## config.mk

```make
export PLATFORM = sky130hd
export DESIGN_NAME = chat_expect_matcher_core
export DESIGN_NICKNAME = d
export VERILOG_FILES = /design/src/design/cem_pkg.sv /design/src/design/chat_expect_matcher_core.sv
export SDC_FILE = /design/constraint.sdc
export NUM_CORES = 1
export LEC_CHECK = 0
export ABC_AREA = 1
export BUFFER_PORTS_ARGS = -buffer_cell sky130_fd_sc_hd__buf_2
export CAP_MARGIN = 20
export CELL_PAD_IN_SITES_DETAIL_PLACEMENT = 0
export CELL_PAD_IN_SITES_GLOBAL_PLACEMENT = 1
export CORE_MARGIN = 2
export CORE_UTILIZATION = 25
export CTS_BUF_LIST = sky130_fd_sc_hd__clkbuf_4 sky130_fd_sc_hd__clkbuf_8
export DETAILED_ROUTE_END_ITERATION = 6
export GPL_TIMING_DRIVEN = 0
export PLACE_DENSITY_LB_ADDON = 0.1
export SETUP_SLACK_MARGIN = 0.5
export SLEW_MARGIN = 30
export SYNTH_ARGS = -nofsm -noshare
export SYNTH_HDL_FRONTEND = slang
export SYNTH_SLANG_ARGS = --single-unit
```

## constraint.sdc

```tcl
create_clock -name clk -period 6.7 [get_ports clk]
set_clock_uncertainty 0.2 [all_clocks]
set_input_delay 0.335 -clock clk [delete_from_list [all_inputs] [get_ports clk]]
set_output_delay 0.335 -clock clk [all_outputs]
set_load 0.05 [all_outputs]
```

## src/design/cem_pkg.sv

```systemverilog
// Shared types, codes and constants of the chat expect matcher.
`default_nettype none

package cem_pkg;

    localparam int PATTERN_CHARS_DEF = 8;
    localparam int PAT_BYTES = 8;
    localparam int PAT_W = 64;
    localparam int LEN_W = 4;
    localparam int TICK_W = 16;
    localparam int CFG_IDX_W = 3;
    localparam int CHAR_W = 7;

    localparam logic [1:0] CMD_BYTE = 2'd0;
    localparam logic [1:0] CMD_TICK = 2'd1;
    localparam logic [1:0] CMD_START = 2'd2;

    localparam logic [CFG_IDX_W-1:0] REG_EXP_PAT = 3'd0;
    localparam logic [CFG_IDX_W-1:0] REG_EXP_LEN = 3'd1;
    localparam logic [CFG_IDX_W-1:0] REG_ABT_PAT = 3'd2;
    localparam logic [CFG_IDX_W-1:0] REG_ABT_LEN = 3'd3;
    localparam logic [CFG_IDX_W-1:0] REG_ABT_EN = 3'd4;
    localparam logic [CFG_IDX_W-1:0] REG_TIMEOUT = 3'd5;

    localparam logic [TICK_W-1:0] TIMEOUT_DEF = 16'd45;
    localparam logic [7:0] WILDCARD = 8'h3F;

    typedef enum logic [2:0] {
        ST_WAIT = 3'd0,
        ST_MATCH = 3'd1,
        ST_ABORT = 3'd2,
        ST_TIMEOUT = 3'd3,
        ST_IDLE = 3'd4
    } status_t;

    function automatic logic char_hit(input logic [7:0] pat, input logic [CHAR_W-1:0] ch);
        return (pat == WILDCARD) || (pat == {1'b0, ch});
    endfunction

endpackage

`default_nettype wire

```

## src/design/chat_expect_matcher_core.sv

```systemverilog
// Top level of the chat expect matcher: history shift line, pattern compare and status.
`default_nettype none

// The input channel (in_valid, in_ready, command, received_byte) takes one word per
// cycle: a received byte, a timer tick or a start command. Every accepted word
// yields exactly one status word on the output channel (out_valid, out_ready,
// status) in the next cycle, from a single output register. A byte is masked to seven
// bits; null bytes are dropped. The newest characters sit in a shift line, and all
// candidate pattern lengths are compared in parallel in the same cycle, so the
// sustained rate is one word per cycle. When the receiver stalls, the status word
// holds and in_ready drops until it is taken; in_ready stays high while the output
// register is empty or being emptied. Reset leaves the block idle with an empty
// output and the configuration registers at their defaults (timeout of 45 ticks).
// Configuration writes through cfg_we, cfg_index and cfg_data take effect on the
// next cycle and carry no wait.
module chat_expect_matcher_core #(
    parameter int PATTERN_CHARS = cem_pkg::PATTERN_CHARS_DEF
) (
    input  wire logic                           clk,
    input  wire logic                           rst_n,
    input  wire logic                           cfg_we,
    input  wire logic [cem_pkg::CFG_IDX_W-1:0]  cfg_index,
    input  wire logic [cem_pkg::PAT_W-1:0]      cfg_data,
    input  wire logic                           in_valid,
    output logic                                in_ready,
    input  wire logic [1:0]                     command,
    input  wire logic [7:0]                     received_byte,
    output logic                                out_valid,
    input  wire logic                           out_ready,
    output logic [2:0]                          status
);
    import cem_pkg::*;

    localparam int LMAX = (PATTERN_CHARS < 15) ? PATTERN_CHARS : 15;
    localparam int LEN_SEL_W = (LMAX > 1) ? $clog2(LMAX + 1) : 1;
    localparam int FILL_W = $clog2(PATTERN_CHARS + 1);

    logic [PAT_W-1:0]   exp_pat_reg;
    logic [LEN_W-1:0]   exp_len_reg;
    logic [PAT_W-1:0]   abt_pat_reg;
    logic [LEN_W-1:0]   abt_len_reg;
    logic               abt_en_reg;
    logic [TICK_W-1:0]  timeout_reg;

    logic [CHAR_W-1:0]  hist_reg [PATTERN_CHARS];
    logic [CHAR_W-1:0]  hist_next [PATTERN_CHARS];
    logic [CHAR_W-1:0]  hist_sh [PATTERN_CHARS];
    logic [FILL_W-1:0]  fill_reg;
    logic [FILL_W-1:0]  fill_next;
    logic [FILL_W-1:0]  fill_sh;
    logic [TICK_W-1:0]  ticks_reg;
    logic [TICK_W-1:0]  ticks_next;
    logic               searching_reg;
    logic               searching_next;
    logic               out_valid_reg;
    status_t            status_reg;
    status_t            status_next;

    logic [7:0]         exp_byte [LMAX];
    logic [7:0]         abt_byte [LMAX];
    logic [LMAX:0]      exp_ok;
    logic [LMAX:0]      abt_ok;
    logic [LEN_SEL_W-1:0] exp_sel;
    logic [LEN_SEL_W-1:0] abt_sel;
    logic               exp_hit;
    logic               abt_hit;
    logic [CHAR_W-1:0]  ch;
    logic               accept;

    assign ch = received_byte[CHAR_W-1:0];
    assign in_ready = !out_valid_reg || out_ready;
    assign accept = in_valid && in_ready;
    assign out_valid = out_valid_reg;
    assign status = status_reg;

    for (genvar g = 0; g < LMAX; g++) begin : g_bytes
        if (g < PAT_BYTES) begin : g_in
            assign exp_byte[g] = exp_pat_reg[8*g +: 8];
            assign abt_byte[g] = abt_pat_reg[8*g +: 8];
        end else begin : g_out
            assign exp_byte[g] = '0;
            assign abt_byte[g] = '0;
        end
    end

    always_comb
    begin
        hist_sh[0] = ch;
        for (int k = 1; k < PATTERN_CHARS; k++)
        begin
            hist_sh[k] = hist_reg[k-1];
        end
        fill_sh = (fill_reg == FILL_W'(PATTERN_CHARS)) ? fill_reg : fill_reg + 1'b1;
    end

    always_comb
    begin
        for (int n = 0; n <= LMAX; n++)
        begin
            exp_ok[n] = (int'(fill_sh) >= n);
            abt_ok[n] = (int'(fill_sh) >= n);
            for (int i = 0; i < LMAX; i++)
            begin
                if (i < n)
                begin
                    exp_ok[n] = exp_ok[n] && char_hit(exp_byte[i], hist_sh[n-1-i]);
                    abt_ok[n] = abt_ok[n] && char_hit(abt_byte[i], hist_sh[n-1-i]);
                end
            end
        end
    end

    always_comb
    begin
        if (32'(exp_len_reg) > LMAX)
            exp_sel = LEN_SEL_W'(LMAX);
        else
            exp_sel = exp_len_reg[LEN_SEL_W-1:0];
        if (32'(abt_len_reg) > LMAX)
            abt_sel = LEN_SEL_W'(LMAX);
        else
            abt_sel = abt_len_reg[LEN_SEL_W-1:0];
        exp_hit = exp_ok[exp_sel];
        abt_hit = abt_en_reg && ((abt_len_reg == '0) || abt_ok[abt_sel]);
    end

    always_comb
    begin
        hist_next = hist_reg;
        fill_next = fill_reg;
        ticks_next = ticks_reg;
        searching_next = searching_reg;
        status_next = ST_WAIT;
        if (command == CMD_START)
        begin
            for (int k = 0; k < PATTERN_CHARS; k++)
            begin
                hist_next[k] = '0;
            end
            fill_next = '0;
            ticks_next = timeout_reg;
            searching_next = (exp_len_reg != '0);
            status_next = (exp_len_reg == '0) ? ST_MATCH : ST_WAIT;
        end
        else if (!searching_reg)
        begin
            status_next = ST_IDLE;
        end
        else if (command == CMD_TICK)
        begin
            if (ticks_reg <= TICK_W'(1))
            begin
                ticks_next = '0;
                searching_next = 1'b0;
                status_next = ST_TIMEOUT;
            end
            else
            begin
                ticks_next = ticks_reg - 1'b1;
            end
        end
        else if (command == CMD_BYTE && ch != '0)
        begin
            hist_next = hist_sh;
            fill_next = fill_sh;
            if (exp_hit)
            begin
                searching_next = 1'b0;
                status_next = ST_MATCH;
            end
            else if (abt_hit)
            begin
                searching_next = 1'b0;
                status_next = ST_ABORT;
            end
        end
    end

    always_ff @(posedge clk or negedge rst_n)
    begin
        if (!rst_n)
        begin
            exp_pat_reg <= '0;
            exp_len_reg <= '0;
            abt_pat_reg <= '0;
            abt_len_reg <= '0;
            abt_en_reg <= 1'b0;
            timeout_reg <= TIMEOUT_DEF;
        end
        else if (cfg_we)
        begin
            unique case (cfg_index)
                REG_EXP_PAT: exp_pat_reg <= cfg_data;
                REG_EXP_LEN: exp_len_reg <= cfg_data[LEN_W-1:0];
                REG_ABT_PAT: abt_pat_reg <= cfg_data;
                REG_ABT_LEN: abt_len_reg <= cfg_data[LEN_W-1:0];
                REG_ABT_EN:  abt_en_reg <= cfg_data[0];
                REG_TIMEOUT: timeout_reg <= cfg_data[TICK_W-1:0];
                default: ;
            endcase
        end
    end

    always_ff @(posedge clk or negedge rst_n)
    begin
        if (!rst_n)
        begin
            fill_reg <= '0;
            ticks_reg <= '0;
            searching_reg <= 1'b0;
            out_valid_reg <= 1'b0;
        end
        else
        begin
            if (accept)
            begin
                fill_reg <= fill_next;
                ticks_reg <= ticks_next;
                searching_reg <= searching_next;
                out_valid_reg <= 1'b1;
            end
            else if (out_ready)
            begin
                out_valid_reg <= 1'b0;
            end
        end
    end

    always_ff @(posedge clk)
    begin
        if (accept)
        begin
            hist_reg <= hist_next;
            status_reg <= status_next;
        end
    end

`ifndef SYNTH
    a_fill_bound: assert property (@(posedge clk) disable iff (!rst_n)
        32'(fill_reg) <= PATTERN_CHARS)
        else $error("History fill count exceeds the shift line depth.");

    a_start_clears: assert property (@(posedge clk) disable iff (!rst_n)
        accept && command == CMD_START |=> fill_reg == '0)
        else $error("Start did not clear the history.");

    a_idle_status: assert property (@(posedge clk) disable iff (!rst_n)
        accept && !searching_reg && (command == CMD_BYTE || command == CMD_TICK)
        |=> status_reg == ST_IDLE && !searching_reg)
        else $error("Idle word did not report idle.");

    a_timeout: assert property (@(posedge clk) disable iff (!rst_n)
        accept && searching_reg && command == CMD_TICK && ticks_reg <= TICK_W'(1)
        |=> status_reg == ST_TIMEOUT && !searching_reg && ticks_reg == '0)
        else $error("Last tick did not end the search with a timeout.");
`endif

endmodule

`default_nettype wire
```

==> flow_summary.toml <==
[outcome]
outcome = "complete, no violations"

[yosys]
synth_area_um2 = 17630
yosysTopAreaCellShare = 0.2427
synth_top_area_cell = "dfrtp_1"
synth_area_leaders = "dfrtp_1 24%, nand2_1 23%, edfxtp_1 8.9%"
synth_top_flop_cell = "dfrtp_1"
synth_edf_count = 52
syn_area_per_cell_um2 = 6.413
synth_nets = 2840
synthDistinctLibCells = 49
syn_inst = 2749
ys_warn_count = 0
ys_seq_area_frac = 0.3373
synth-async-reset-ratio = 0.7709
ys_ff_latch = 227

[die]
start_util = 0.2522
core.rowCount = 97
die_height_um = 269.5
die_w_um = 269.5
io_pins = 87
dieArea_um2 = 72650
coreArea_um2 = 69910

[setup_path]
worstSetupPathType = "reg -> reg"
end_kind = "flop"
worst_ep_arrival_time_ns = 3.52
crit_start = "hist_reg[31]"
crit_fanout = 10
r2r-start = "hist_reg[31]"
cp.required_ns = 6.94
crit_path_start_kind = "flop"

[global_routing]
antenna_found_initial = 7
grt_pass1_vias = 19016
gr-total-overflow = 0
grt_max_degree = 78
grt_pass1_wl_mm = 142.9
track_usage = 0.2713

[placement]
gp_congestion = 0.9322
dpl.cell_count = 3772
portBuffers = 78
hpwl_mm = 70.93

[routing]
drc_errors = 0
viasPerCell = 5.073
first_iter_violations = 2123
routed_wl_mm = 100.1
drt-pass1-iter-count = 6
antenna_left = 0
wl_per_cell_um = 25.48
num_vias = 19931

[cells_and_area]
layout.cells.most_common = "nand2_1"
final_cells = 3929
fin_util = 0.3012
area_delta_synth_final_pct = 19.43
layout_common_cells = "1,082 x nand2_1, 259 x nor2_1, 242 x inv_1, 190 x o21ai_0, 171 x dfrtp_1"
drive_above_1_share = 0.1138
fin_nets = 3047
nFillCells = 7854

[min_path]
min_path_type = "in -> reg"
min_from = "command[0]"

[clocking]
cts_tree = "built"
htree_levels = 2
ctsRootBufferMaster = "clkbuf_8"
cts_sinks = 227
cts.reportedPaths.clkPinSlew_ns = 0.06
cts_inserted_buffers = 47
cts_buffer_depth = 3
clk_latency_ns = 0.64
cts_setup_buffers = 0

[timing]
hold_viol_final = 0
worstMarginPinSlew_ns = 0.8776
period_minus_slack_ns = 3.285
fin_crit_sh = 0.4903
clock.fmax_mhz = 304.4
rsz0062_at_grt = "no"
setup_viol = 0
slew_headroom = 0.4149
slew_viol_final = 0
fin_tns_setup_ns = 0

[pwr]
sw_frac_of_total = 0.4257
p_total_mw = 5.569
ir_drop_uv = 147.0
p_comb_frac = 0.378
internal_power_mw = 3.198
powerDensity_nw_per_um2 = 264.5
p_sw_mw = 2.371
clkPwrFrac = 0.276
power_frac_seq = 0.346
power.leakage_nw = 10.12

[flow_run]
drv_cap = 0
==> power by group through the flow <==
stage	Sequential, mW	Combinational (mW)	Clock (mW)
6_report	1.93	2.11	1.54
3_3_place_gp	1.95	2.02	0
4_1_cts	1.92	2.09	1.59
2_1_floorplan	1.86	1.37	0
3_5_place_dp	1.95	2.04	0
5_1_grt	1.96	2.34	1.66
==> metrics by stage <==
step                worst slack [ns]  area (um^2)  hold WS [ns]
floorplan                      2.381        17630       -0.1606
global placement              0.1249        19190        0.2704
detailed placement             3.538        19350       0.03577
CTS                            3.532        21050       0.02722
global route                   3.311        21050       0.05472
finish                         3.415        21050       0.07175
==> cells in the mapped netlist (2+ instances only) <==
library cell / instances
a211oi_1: 2
a21boi_1: 2
a21oi_1: 58
a221oi_1: 3
a22oi_1: 7
a31oi_1: 4
buf_1: 3
buf_2: 72
buf_4: 36
buf_6: 13
clkbuf_1: 42
clkbuf_2: 5
clkinv_1: 6
dfrtp_1: 171
dfstp_2: 4
edfxtp_1: 52
ha_1: 9
inv_1: 242
inv_2: 24
nand2_1: 1082
nand3_1: 77
nand3b_1: 8
nand4_1: 128
nor2_1: 260
nor2_2: 2
nor3_1: 43
nor3_2: 7
nor4_1: 8
o2111ai_1: 8
o211ai_1: 11
o21a_1: 3
o21ai_0: 190
o21ai_1: 5
o21bai_1: 2
o221ai_1: 3
o22ai_1: 17
or2_2: 6
xnor2_1: 63
xor2_1: 61
==> kinds of logic (layout without fill, tap and decap cells) <==
| group | count (synthesis) | in the layout | synth area share |
|---|---|---|---|
| buffers and inverters | 444 | 683 | 0.1134 |
| AOI/OAI and AO/OA | 319 | 319 | 0.09986 |
| and+or+nand+nor | 1626 | 1626 | 0.3815 |
| xor gates and xnor gates | 124 | 124 | 0.06161 |
| DFF | 227 | 227 | 0.3373 |
| other | 0 | 1 | 0 |
| adders and majority gates | 9 | 9 | 0.006388 |
==> metal layers <==
metal	wire length [um]	vias up	share of wire	GRT usage
met3	7396	181	0.074	0.04052
met5	17	-	0.00017	0
li1	-	9163	-	-
met1	45320	9691	0.45	0.3849
met4	3323	2	0.033	0.08596
met2	44070	894	0.44	0.4217
==> layout make-up <==
cell class / instances / area [um^2] / share of cell area
Clock buffer: 69 / 849.6 / 0.04035
Sequential cell: 227 / 5946 / 0.2824
Multi-Input combinational cell: 2078 / 9692 / 0.4603
Timing Repair Buffer: 158 / 1299 / 0.06169
Inverter: 273 / 1027 / 0.04879
Tap cell: 940 / 1176 / 0.05586
Buffer: 171 / 973.4 / 0.04624
Antenna cell: 1 / 2.502 / 0.0001189
Clock inverter: 12 / 88.84 / 0.004219
==> worst paths after layout <==
path                                        end  slack (ns)  depth (start not counted)
worst max-delay path                  status[0]        3.42                         13
worst min-delay path                fill_reg[0]        0.07                          4
worst max register to register        status[0]        3.42                         13
worst min register to register   timeout_reg[9]        0.29                          2
max in group asynchronous        timeout_reg[5]        5.72                          3
min in group asynchronous       exp_pat_reg[26]        0.09                          3
==> what timing repair did <==
| action | in CTS | in global routing |
|---|---|---|
| resized for setup | 0 | 0 |
| endpoints found under the hold margin | 329 | 0 |
| hold buffers | 75 | 0 |
==> worst max-delay path: stages, from the launching register on <==
cell and delay (ns):
edfxtp_1 0.32, buf_4 0.24, clkinv_1 0.63, a221oi_1 0.51, nand4_1 0.13, nand2_1 0.27
nand2_1 0.08, nor2_1 0.14, nand3_1 0.17, nand2_1 0.12, nand3_1 0.07, nand2_1 0.08
nand2_1 0.05, o31ai_1 0.08
Power figures use the tool's default switching activity.
